### src/watc_pkg.sv
`timescale 1ns / 1ps
`default_nettype none
// ----------------------------------------------------------------------------
// Weekly alarm table checker package
// Shared types and constants for the alarm cell chain and its top level.
// ----------------------------------------------------------------------------
package watc_pkg;

    // Default number of alarm entries (one cell per entry).
    localparam int ALARM_COUNT_DEF = 4;

    // Opcode values.
    localparam logic OP_TICK  = 1'b0;
    localparam logic OP_WRITE = 1'b1;

    // Day mask layout: bits 0-6 are days, bit 7 marks a weekly repeat.
    localparam int          REPEAT_BIT = 7;
    localparam logic [7:0]  DAY_BITS   = 8'h7f;
    localparam logic [2:0]  DAY_NONE   = 3'd7;

    typedef logic [1:0] t_idx;

    // One beat travelling down the chain of alarm cells.
    typedef struct packed {
        logic       is_write;
        logic       rollover;
        logic [2:0] weekday;
        logic [4:0] now_hour;
        logic [5:0] now_minute;
        t_idx       entry_index;
        logic       entry_enable;
        logic [7:0] entry_week;
        logic [4:0] entry_hour;
        logic [5:0] entry_minute;
        logic       hit;
        t_idx       hit_index;
    } t_probe;

endpackage
`default_nettype wire

### src/weekly_alarm_table_checker_core.sv
`timescale 1ns / 1ps
`default_nettype none
// ----------------------------------------------------------------------------
// Weekly alarm table checker core
// A chain of alarm cells, one per entry, checked in priority order per tick.
// ----------------------------------------------------------------------------
//
// Channel   Direction  Handshake                 Payload
// --------  ---------  ------------------------  ---------------------------------
// command   in         start high, busy low      i_opcode .. i_entry_minute
// result    out        o_result_valid strobe     o_alarm_fired, o_fired_index,
//                                                o_fired_hour, o_fired_minute
//
// Each accepted beat walks down the chain of ALARM_COUNT cells, one cell per
// cycle. The result register is loaded as the beat leaves the last cell, and
// busy falls on that same edge, so no new beat is taken while one is in the
// chain; the next beat is accepted no earlier than the edge that ends the result
// cycle. The lowest-index cell sees the beat first, so priority among matching
// entries falls out of the order of the chain.
// Reset is synchronous and active low; it clears every entry to disabled with
// all day bits set, and clears the chain and the result strobe.
// The receiver cannot stall: the result is shown for exactly one cycle.
// ----------------------------------------------------------------------------
module weekly_alarm_table_checker_core #(
    parameter int ALARM_COUNT = watc_pkg::ALARM_COUNT_DEF
) (
    input  wire        i_clk,
    input  wire        i_rst_n,
    input  wire        start,
    output logic       busy,
    input  wire        i_opcode,
    input  wire        i_day_rollover,
    input  wire  [2:0] i_weekday,
    input  wire  [4:0] i_now_hour,
    input  wire  [5:0] i_now_minute,
    input  wire  [1:0] i_entry_index,
    input  wire        i_entry_enable,
    input  wire  [7:0] i_entry_week,
    input  wire  [4:0] i_entry_hour,
    input  wire  [5:0] i_entry_minute,
    output logic       o_result_valid,
    output logic       o_alarm_fired,
    output logic [1:0] o_fired_index,
    output logic [4:0] o_fired_hour,
    output logic [5:0] o_fired_minute
);
    import watc_pkg::*;

    // Beat entering the chain and the links between neighbouring cells.
    logic   w_accept;
    t_probe w_head;
    logic   w_valid [ALARM_COUNT+1];
    t_probe w_probe [ALARM_COUNT+1];

    logic       r_busy;
    logic       n_busy;
    logic       r_out_valid;
    logic       r_fired;
    t_idx       r_index;
    logic [4:0] r_hour;
    logic [5:0] r_minute;

    assign w_accept = start && !r_busy;

    // The item is handed straight to the first cell on acceptance; the hit
    // marker starts clear and is set by the first matching cell.
    always_comb begin
        w_head.is_write     = i_opcode;
        w_head.rollover     = i_day_rollover;
        w_head.weekday      = i_weekday;
        w_head.now_hour     = i_now_hour;
        w_head.now_minute   = i_now_minute;
        w_head.entry_index  = i_entry_index;
        w_head.entry_enable = i_entry_enable;
        w_head.entry_week   = i_entry_week;
        w_head.entry_hour   = i_entry_hour;
        w_head.entry_minute = i_entry_minute;
        w_head.hit          = 1'b0;
        w_head.hit_index    = '0;
    end

    assign w_valid[0] = w_accept;
    assign w_probe[0] = w_head;

    for (genvar g = 0; g < ALARM_COUNT; g++) begin : g_cell
        watc_cell #(
            .CELL_INDEX(g)
        ) u_cell (
            .i_clk   (i_clk),
            .i_rst_n (i_rst_n),
            .i_valid (w_valid[g]),
            .i_probe (w_probe[g]),
            .o_valid (w_valid[g+1]),
            .o_probe (w_probe[g+1])
        );
    end

    // Busy from acceptance until the beat leaves the last cell; the result
    // register is loaded on that same edge.
    always_comb begin
        n_busy = r_busy;
        if (w_accept) begin
            n_busy = 1'b1;
        end else if (w_valid[ALARM_COUNT]) begin
            n_busy = 1'b0;
        end
    end

    always_ff @(posedge i_clk) begin
        if (!i_rst_n) begin
            r_busy      <= 1'b0;
            r_out_valid <= 1'b0;
        end else begin
            r_busy      <= n_busy;
            r_out_valid <= w_valid[ALARM_COUNT];
        end
    end

    // A write, or a tick that found nothing, reports all zero.
    always_ff @(posedge i_clk) begin
        if (w_valid[ALARM_COUNT]) begin
            r_fired  <= w_probe[ALARM_COUNT].hit;
            r_index  <= w_probe[ALARM_COUNT].hit ? w_probe[ALARM_COUNT].hit_index : '0;
            r_hour   <= w_probe[ALARM_COUNT].hit ? w_probe[ALARM_COUNT].now_hour : '0;
            r_minute <= w_probe[ALARM_COUNT].hit ? w_probe[ALARM_COUNT].now_minute : '0;
        end
    end

    assign busy           = r_busy;
    assign o_result_valid = r_out_valid;
    assign o_alarm_fired  = r_fired;
    assign o_fired_index  = r_index;
    assign o_fired_hour   = r_hour;
    assign o_fired_minute = r_minute;

endmodule
`default_nettype wire

### src/watc_cell.sv
`timescale 1ns / 1ps
`default_nettype none
// ----------------------------------------------------------------------------
// Weekly alarm table cell
// Holds one alarm entry, acts on the beat passing by and hands it on.
// ----------------------------------------------------------------------------
module watc_cell #(
    parameter int CELL_INDEX = 0
) (
    input  wire              i_clk,
    input  wire              i_rst_n,
    input  wire              i_valid,
    input  watc_pkg::t_probe i_probe,
    output logic             o_valid,
    output watc_pkg::t_probe o_probe
);
    import watc_pkg::*;

    logic       r_enabled;
    logic [7:0] r_mask;
    logic [4:0] r_hour;
    logic [5:0] r_minute;
    logic       r_fired;

    logic       r_valid;
    t_probe     r_probe;
    t_probe     n_probe;

    logic       w_sel;
    logic       w_day_hit;
    logic       w_fired_eff;
    logic       w_match;

    always_comb begin
        w_sel       = i_valid && (i_probe.is_write == OP_WRITE) &&
                      (int'(i_probe.entry_index) == CELL_INDEX);
        w_day_hit   = (i_probe.weekday != DAY_NONE) && r_mask[i_probe.weekday];
        // A new day clears the fired flag before this entry is looked at.
        w_fired_eff = r_fired && !i_probe.rollover;
        w_match     = i_valid && (i_probe.is_write == OP_TICK) && !i_probe.hit &&
                      r_enabled && w_day_hit && !w_fired_eff &&
                      (r_hour == i_probe.now_hour) && (r_minute == i_probe.now_minute);
        n_probe = i_probe;
        if (w_match) begin
            n_probe.hit       = 1'b1;
            n_probe.hit_index = t_idx'(CELL_INDEX);
        end
    end

    always_ff @(posedge i_clk) begin
        if (!i_rst_n) begin
            r_enabled <= 1'b0;
            r_mask    <= DAY_BITS;
            r_hour    <= '0;
            r_minute  <= '0;
            r_fired   <= 1'b0;
            r_valid   <= 1'b0;
        end else begin
            r_valid <= i_valid;
            if (w_sel) begin
                r_enabled <= i_probe.entry_enable;
                r_mask    <= i_probe.entry_week;
                r_hour    <= i_probe.entry_hour;
                r_minute  <= i_probe.entry_minute;
                r_fired   <= !i_probe.entry_enable;
            end else if (i_valid && (i_probe.is_write == OP_TICK)) begin
                if (w_match) begin
                    r_fired <= 1'b1;
                    if (!r_mask[REPEAT_BIT]) begin
                        r_mask[i_probe.weekday] <= 1'b0;
                    end
                end else if (i_probe.rollover) begin
                    r_fired <= 1'b0;
                end
            end
        end
    end

    always_ff @(posedge i_clk) begin
        r_probe <= n_probe;
    end

    assign o_valid = r_valid;
    assign o_probe = r_probe;

endmodule
`default_nettype wire

### config.mk
export PLATFORM = sky130hd
export DESIGN_NAME = weekly_alarm_table_checker_core
export DESIGN_NICKNAME = d
export VERILOG_FILES = /design/src/watc_pkg.sv /design/src/weekly_alarm_table_checker_core.sv /design/src/watc_cell.sv
export SDC_FILE = /design/constraint.sdc
export NUM_CORES = 1
export LEC_CHECK = 0
export BUFFER_PORTS_ARGS = -buffer_cell sky130_fd_sc_hd__buf_4
export CORE_MARGIN = 4
export CORE_UTILIZATION = 30
export DETAILED_ROUTE_END_ITERATION = 10
export PLACE_DENSITY = 0.53
export SYNTH_ARGS = -nofsm -noshare
export SYNTH_HDL_FRONTEND = slang
export SYNTH_SLANG_ARGS = --single-unit
### constraint.sdc
create_clock -name i_clk -period 2.25 [get_ports i_clk]
set_clock_uncertainty 0.1 [all_clocks]
set_input_delay 0.3375 -clock i_clk [delete_from_list [all_inputs] [get_ports i_clk]]
set_output_delay 0.3375 -clock i_clk [all_outputs]
set_load 0.01 [all_outputs]
Yosys cells after proc, flatten, opt, wreduce, memory -nomap -nowiden
Cells that the tools add are included.
- add/subtract/negate cells: 0
- multiply operators: 0
- divide/modulo/power cells: 0
- order comparisons: 8
- eq/ne operators: 19
- shifts and indexed selects: 0
- mux-type cells: 51
- bitwise operators: 12
- reduce and logical (&&, ||, !) cells: 90
- operator list (cell ; number):
    $mux 8 ; 16
    $logic_and 1x1->1 ; 48
    $and 8x8->8 ; 4
    $not 8->8 ; 4
    $mux 1 ; 26
    $eq 6x6->1 ; 4
    $eq 5x5->1 ; 4
    $reduce_bool 2->1 ; 9
    $logic_not 1->1 ; 16
    $lt 3x4->1 const B ; 4
    $reduce_and 2->1 ; 8
    $bmux 1 s3 ; 4
    $demux 1 s3 ; 4
    $ge 3x1->1 const B ; 4
    $ne 3x3->1 const B ; 4
    $reduce_and 3->1 ; 4
    $reduce_bool 3->1 ; 4
    $ne 2x2->1 const B ; 4
    $eq 2x2->1 const B ; 2
    $not 1->1 ; 4
    $mux 3 ; 1
    $eq 2x1->1 const B ; 1
    $logic_not 2->1 ; 1
- register bits after elaboration: 241
- bits in latches: 0
- RAM bits: 0
- memory bits (read-only): 0
- output and inout bits: 16
- word-level logic and storage cells: 254
- memories kept: 0

Depth between registers and ports, before layout
- depth in word-level cells: 11
- gate-level depth with buffers: 7

Cells and area by module
From an unflattened synthesis, not the netlist that was laid out.
- cell total of the unflattened synthesis: 797
- area, all modules: 8772.2 µm²
- by module, submodules not included (module ; instances ; cells an instance ; area each (µm²) ; sequential area each (µm²)):
    watc_cell at g_cell[1].u_cell ... ; 2 ; 192 ; 2039.5 ; 1261.2
    watc_cell at g_cell[3].u_cell ; 1 ; 186 ; 2060.7 ; 1261.2
    watc_cell at g_cell[0].u_cell ; 1 ; 192 ; 2038.2 ; 1261.2
    weekly_alarm_table_checker_core ; 1 ; 35 ; 594.3 ; 460.4

Worst setup path before layout
OpenSTA, ideal clock, no wires.
- path kind: register to register
- start: reg g_cell[0].u_cell.r_probe (netlist bit g_cell[0].u_cell.o_probe[40])
- end: reg g_cell[1].u_cell.r_mask[0]
- setup time: 116 ps
- arrival time: 1871 ps
- required time: 2034 ps
- path slack: 163 ps
- cell stages (with the launch flop): 6
- clock period less this slack: 2087 ps
- cell sequence: dfxtp_1 > and4bb_1 > nand3_1 > or4_4 > or4_4 > a31o_1
- word-level cells in the longest chain between the ends: 10
- elaborated cells on any way between the ends: 15
- ends and longest elaborated chain (element ; RTL line ; source):
    start, declared ; watc_cell.sv:26 ; t_probe r_probe;
    start signal, assigned ; watc_cell.sv:80 ; r_probe <= n_probe;
    $not 1->1 ; watc_cell.sv:40, watc_cell.sv:66 ;
    $logic_and 1x1->1 ; watc_cell.sv:40, watc_cell.sv:66 ;
    $logic_and 1x1->1 (2 in a row) ; watc_cell.sv:40 ; w_match = i_valid && (i_probe.is_write == OP_TICK) && !i_probe.hit &&
    $logic_and 1x1->1 (3 in a row) ; watc_cell.sv:41 ; r_enabled && w_day_hit && !w_fired_eff &&
    $logic_and 1x1->1 ; watc_cell.sv:42 ; (r_hour == i_probe.now_hour) && (r_minute == i_probe.now_minute);
    $reduce_bool 2->1 (no line) ; - ;
    $reduce_and 3->1 (no line) ; - ;
    end signal, assigned ; watc_cell.sv:62 ; r_mask <= i_probe.entry_week;
    end, declared ; watc_cell.sv:20 ; logic [7:0] r_mask;
Parallel ways exist; a longest one is shown, timed or not.
A chain may end at the register's enable or synchronous reset.

Worst setup path after layout
- start: reg g_cell[0].u_cell.r_probe (netlist bit g_cell[0].u_cell.o_probe[2])
- end: reg g_cell[1].u_cell.r_mask[2]
- word-level cells in the longest chain between the ends: 9
- ends and longest elaborated chain (element ; RTL line):
    $logic_not 1->1 ; watc_cell.sv:40
    $logic_and 1x1->1 (2 in a row) ; watc_cell.sv:40
    $logic_and 1x1->1 (3 in a row) ; watc_cell.sv:41
    $logic_and 1x1->1 ; watc_cell.sv:42
    $reduce_bool 2->1 (no line) ; -
    $reduce_and 3->1 (no line) ; -
Every way passes these cells.

==> results.json <==
{
  "synth_edf_count": 14,
  "cp_num_buf_inv": 0,
  "coreArea_mm2": 0.0255,
  "tightest_slew_ns": 0.579,
  "seq_area_frac_synth_pct": 62.5,
  "finalSetupTns_ns": 0,
  "ioPinCount": 57,
  "postLayoutCoreUtil_pct": 39.0,
  "drv_slew": 0,
  "synth_most_common_cell": "dfxtp_1",
  "switching_share_pct": 20.8,
  "synth_top_area_cell": "dfxtp_1",
  "post-route-drc-count": 0,
  "synth_top_area_share_pct": 57.2,
  "synth_area_leaders": "dfxtp_1 57%, nand2_1 7.7%, edfxtp_1 5.4%",
  "synth_ff_type": "dfxtp_1",
  "synth_area_mm2": 0.00784,
  "cp_max_fo": 4,
  "port_buffers": 56,
  "p_per_area_mw_per_mm2": 870,
  "diodes": 0,
  "finalPower_uw": 8640,
  "min_from": "i_rst_n",
  "vias_per_cell": 4.41,
  "grt_max_degree": 32,
  "clkPwrFrac_pct": 43.9,
  "yosysWarnings": 0,
  "cts_max_level": 1,
  "initial_utilization_pct": 30.8,
  "die_h_um": 170,
  "path_class": "reg -> reg",
  "syn_inst": 737,
  "path_delay_family": "simple AND/OR/NAND/NOR gates",
  "crit_path_start_kind": "flop",
  "dpl.hpwl_um": 12200,
  "cp.arrival_ns": 2.45,
  "end_kind": "flop",
  "area_growth_syn_to_layout_pct": 26.6,
  "cpPeakStageDelay_ns": 0.55,
  "ys_ff_latch": 238,
  "grt_pass1_vias": 5281,
  "num_rows": 58,
  "cts_root_buffer": "clkbuf_16",
  "grt_use_total_pct": 11.6,
  "finalCritPeriodShare_pct": 95.6,
  "setup_viol": 0,
  "leakagePower_uw": 0.00388,
  "clkTransAtPathRegs_ns": 0.06,
  "grt_pass1_wl_um": 27500,
  "drtIter0Drc": 188,
  "cts.sinks": 238,
  "timing.rr.start": "g_cell[0].u_cell.o_probe[2]",
  "fin_cells": 1195,
  "crit_path_start": "g_cell[0].u_cell.o_probe[2]",
  "synth_cell_type_count": 51,
  "hp-class": "in -> reg",
  "syn_nets": 778,
  "drive_above_1_share_pct": 16.3,
  "fp.dieW_um": 170,
  "switching_power_uw": 1790,
  "clock_latency_ns": 0.51,
  "ir_drop_uv": 535,
  "synth_area_per_cell_um2": 10.6,
  "status": "complete, no violations",
  "period_minus_slack_ns": 2.15,
  "intPower_uw": 6840,
  "nNetsFinal": 891,
  "overflow": 0,
  "finalHoldViolations": 0,
  "cap_violations": 0,
  "grt_antenna_before_repair": 0,
  "sequentialPowerShare_pct": 52.0,
  "drt-total-wl_um": 16700,
  "required_ns": 2.55,
  "cts_tree": "yes",
  "relSlewSlack_pct": 61.4,
  "cp_slowest_cell": "or4_4",
  "placed_cells": 1114,
  "worstPathCellList": "and4bb_1 -> nand3_1 -> or4_4 -> or4_4 -> a31o_1",
  "power_frac_comb_pct": 4.2,
  "dieArea_mm2": 0.0288,
  "gp_congestion": 0.822,
  "clockBufferDepth": 3,
  "synth_common_cells": "224 x dfxtp_1, 161 x nand2_1, 52 x a21boi_0, 34 x xnor2_1, 32 x clkbuf_1",
  "firstDrtPassIters": 5,
  "ant_nets": 0,
  "wl_per_cell_um": 13.9,
  "cts_inserted_buffers": 25,
  "critPathMostFrequentCell": "or4_4",
  "fmax_ghz": 0.465,
  "async_flop_share_pct": 0,
  "rsz0062_at_grt": "true",
  "via_count": 5275
}
-- metrics by stage --
stage / hold slack [ns] / area [um2] / setup slack, ns
floorplan: 0.226 / 7840 / 0.163
finish: 0.0849 / 9920 / 0.0982
CTS: 0.0656 / 9910 / 0.0143
detailed placement: 0.248 / 8750 / -0.135
global route: 0.103 / 9920 / -0.000455
global placement: 0.245 / 8750 / -0.125
-- flip-flops by register name, summed over array words and instances (netlist names), named ones only --
signal / cells
o_fired_minute: 6
o_alarm_fired: 1
g_cell.u_cell.r_hour: 20
g_cell.u_cell.r_enabled: 4
g_cell.u_cell.r_mask: 28
g_cell.u_cell.r_fired: 4
o_fired_hour: 5
g_cell.u_cell.o_valid: 4
busy: 1
g_cell.u_cell.r_minute: 24
o_result_valid: 1
g_cell.u_cell.o_probe: 134
o_fired_index: 2
-- final timing paths --
path                                                      to  slack (ns)  cells after the start
worst max-delay path              g_cell[1].u_cell.r_mask[2]         0.1                      5
worst min-delay path              g_cell[1].u_cell.r_mask[6]        0.08                      2
worst max register to register    g_cell[1].u_cell.r_mask[2]         0.1                      5
worst min register to register  g_cell[1].u_cell.o_probe[16]        0.25                      0
-- cell usage in the layout, fill, tap and decap left out, types with 11 or more instances in the layout --
cell,netlist,routed
clkbuf_16,0,25
dfxtp_1,224,222
nand2_1,161,161
dlygate4sd3_1,0,39
xnor2_1,34,34
edfxtp_1,14,14
and2_1,18,18
nand3_1,20,20
nor2_1,11,11
nand4_1,13,13
a21oi_1,13,13
o21ai_0,11,11
a21boi_0,52,52
buf_4,0,81
-- per-layer routing --
metal / up-vias / global-route usage (%) / wire length, um
met4: 0 / 3.75 / 425
li1: 2735 / - / -
met2: 111 / 17.8 / 7220
met5: - / 0 / 0
met1: 2403 / 16.7 / 8370
met3: 26 / 2.00 / 656
-- timing repair --
action | in CTS | in global routing
buffers inserted | 0 | 0
setup endpoints to repair | 3 | 13
hold endpoints to repair | 54 | 0
gates resized for setup | 1 | 7
hold buffers | 39 | 0
-- cells by family (layout without fill, tap and decap cells) --
| group | after synthesis | after routing | share of synthesized area [%] |
|---|---|---|---|
| AOI/OAI and AO/OA | 114 | 114 | 10.4 |
| DFF | 238 | 238 | 62.5 |
| xor gates and xnor gates | 44 | 44 | 5.01 |
| muxes | 15 | 15 | 2.30 |
| and+or+nand+nor | 287 | 287 | 17.8 |
| buffers and inverters | 39 | 167 | 1.90 |
-- worst register-to-register path: cells and delay by family (launching register included) --
kind,cells,cell delay (ns)
compound gates,1,0.23
simple gates,4,1.40
flops,1,0.32
-- area by class of cell --
type,count,area (um2)
Timing Repair Buffer,121,1020
Clock inverter,9,76.3
Fill cell,2516,15500
Tap cell,330,413
Clock buffer,33,686
Multi-Input combinational cell,460,2810
Inverter,4,15.0
Sequential cell,238,4910
-- power by group through the flow --
stage | clock network [uW] | registers, uW | logic, uW
2_1_floorplan | 0 | 4540 | 176
3_3_place_gp | 0 | 4580 | 308
4_1_cts | 3910 | 4490 | 362
6_report | 3790 | 4490 | 360
3_5_place_dp | 0 | 4580 | 307
5_1_grt | 4100 | 4500 | 397
(Power assumes the default switching activity.)
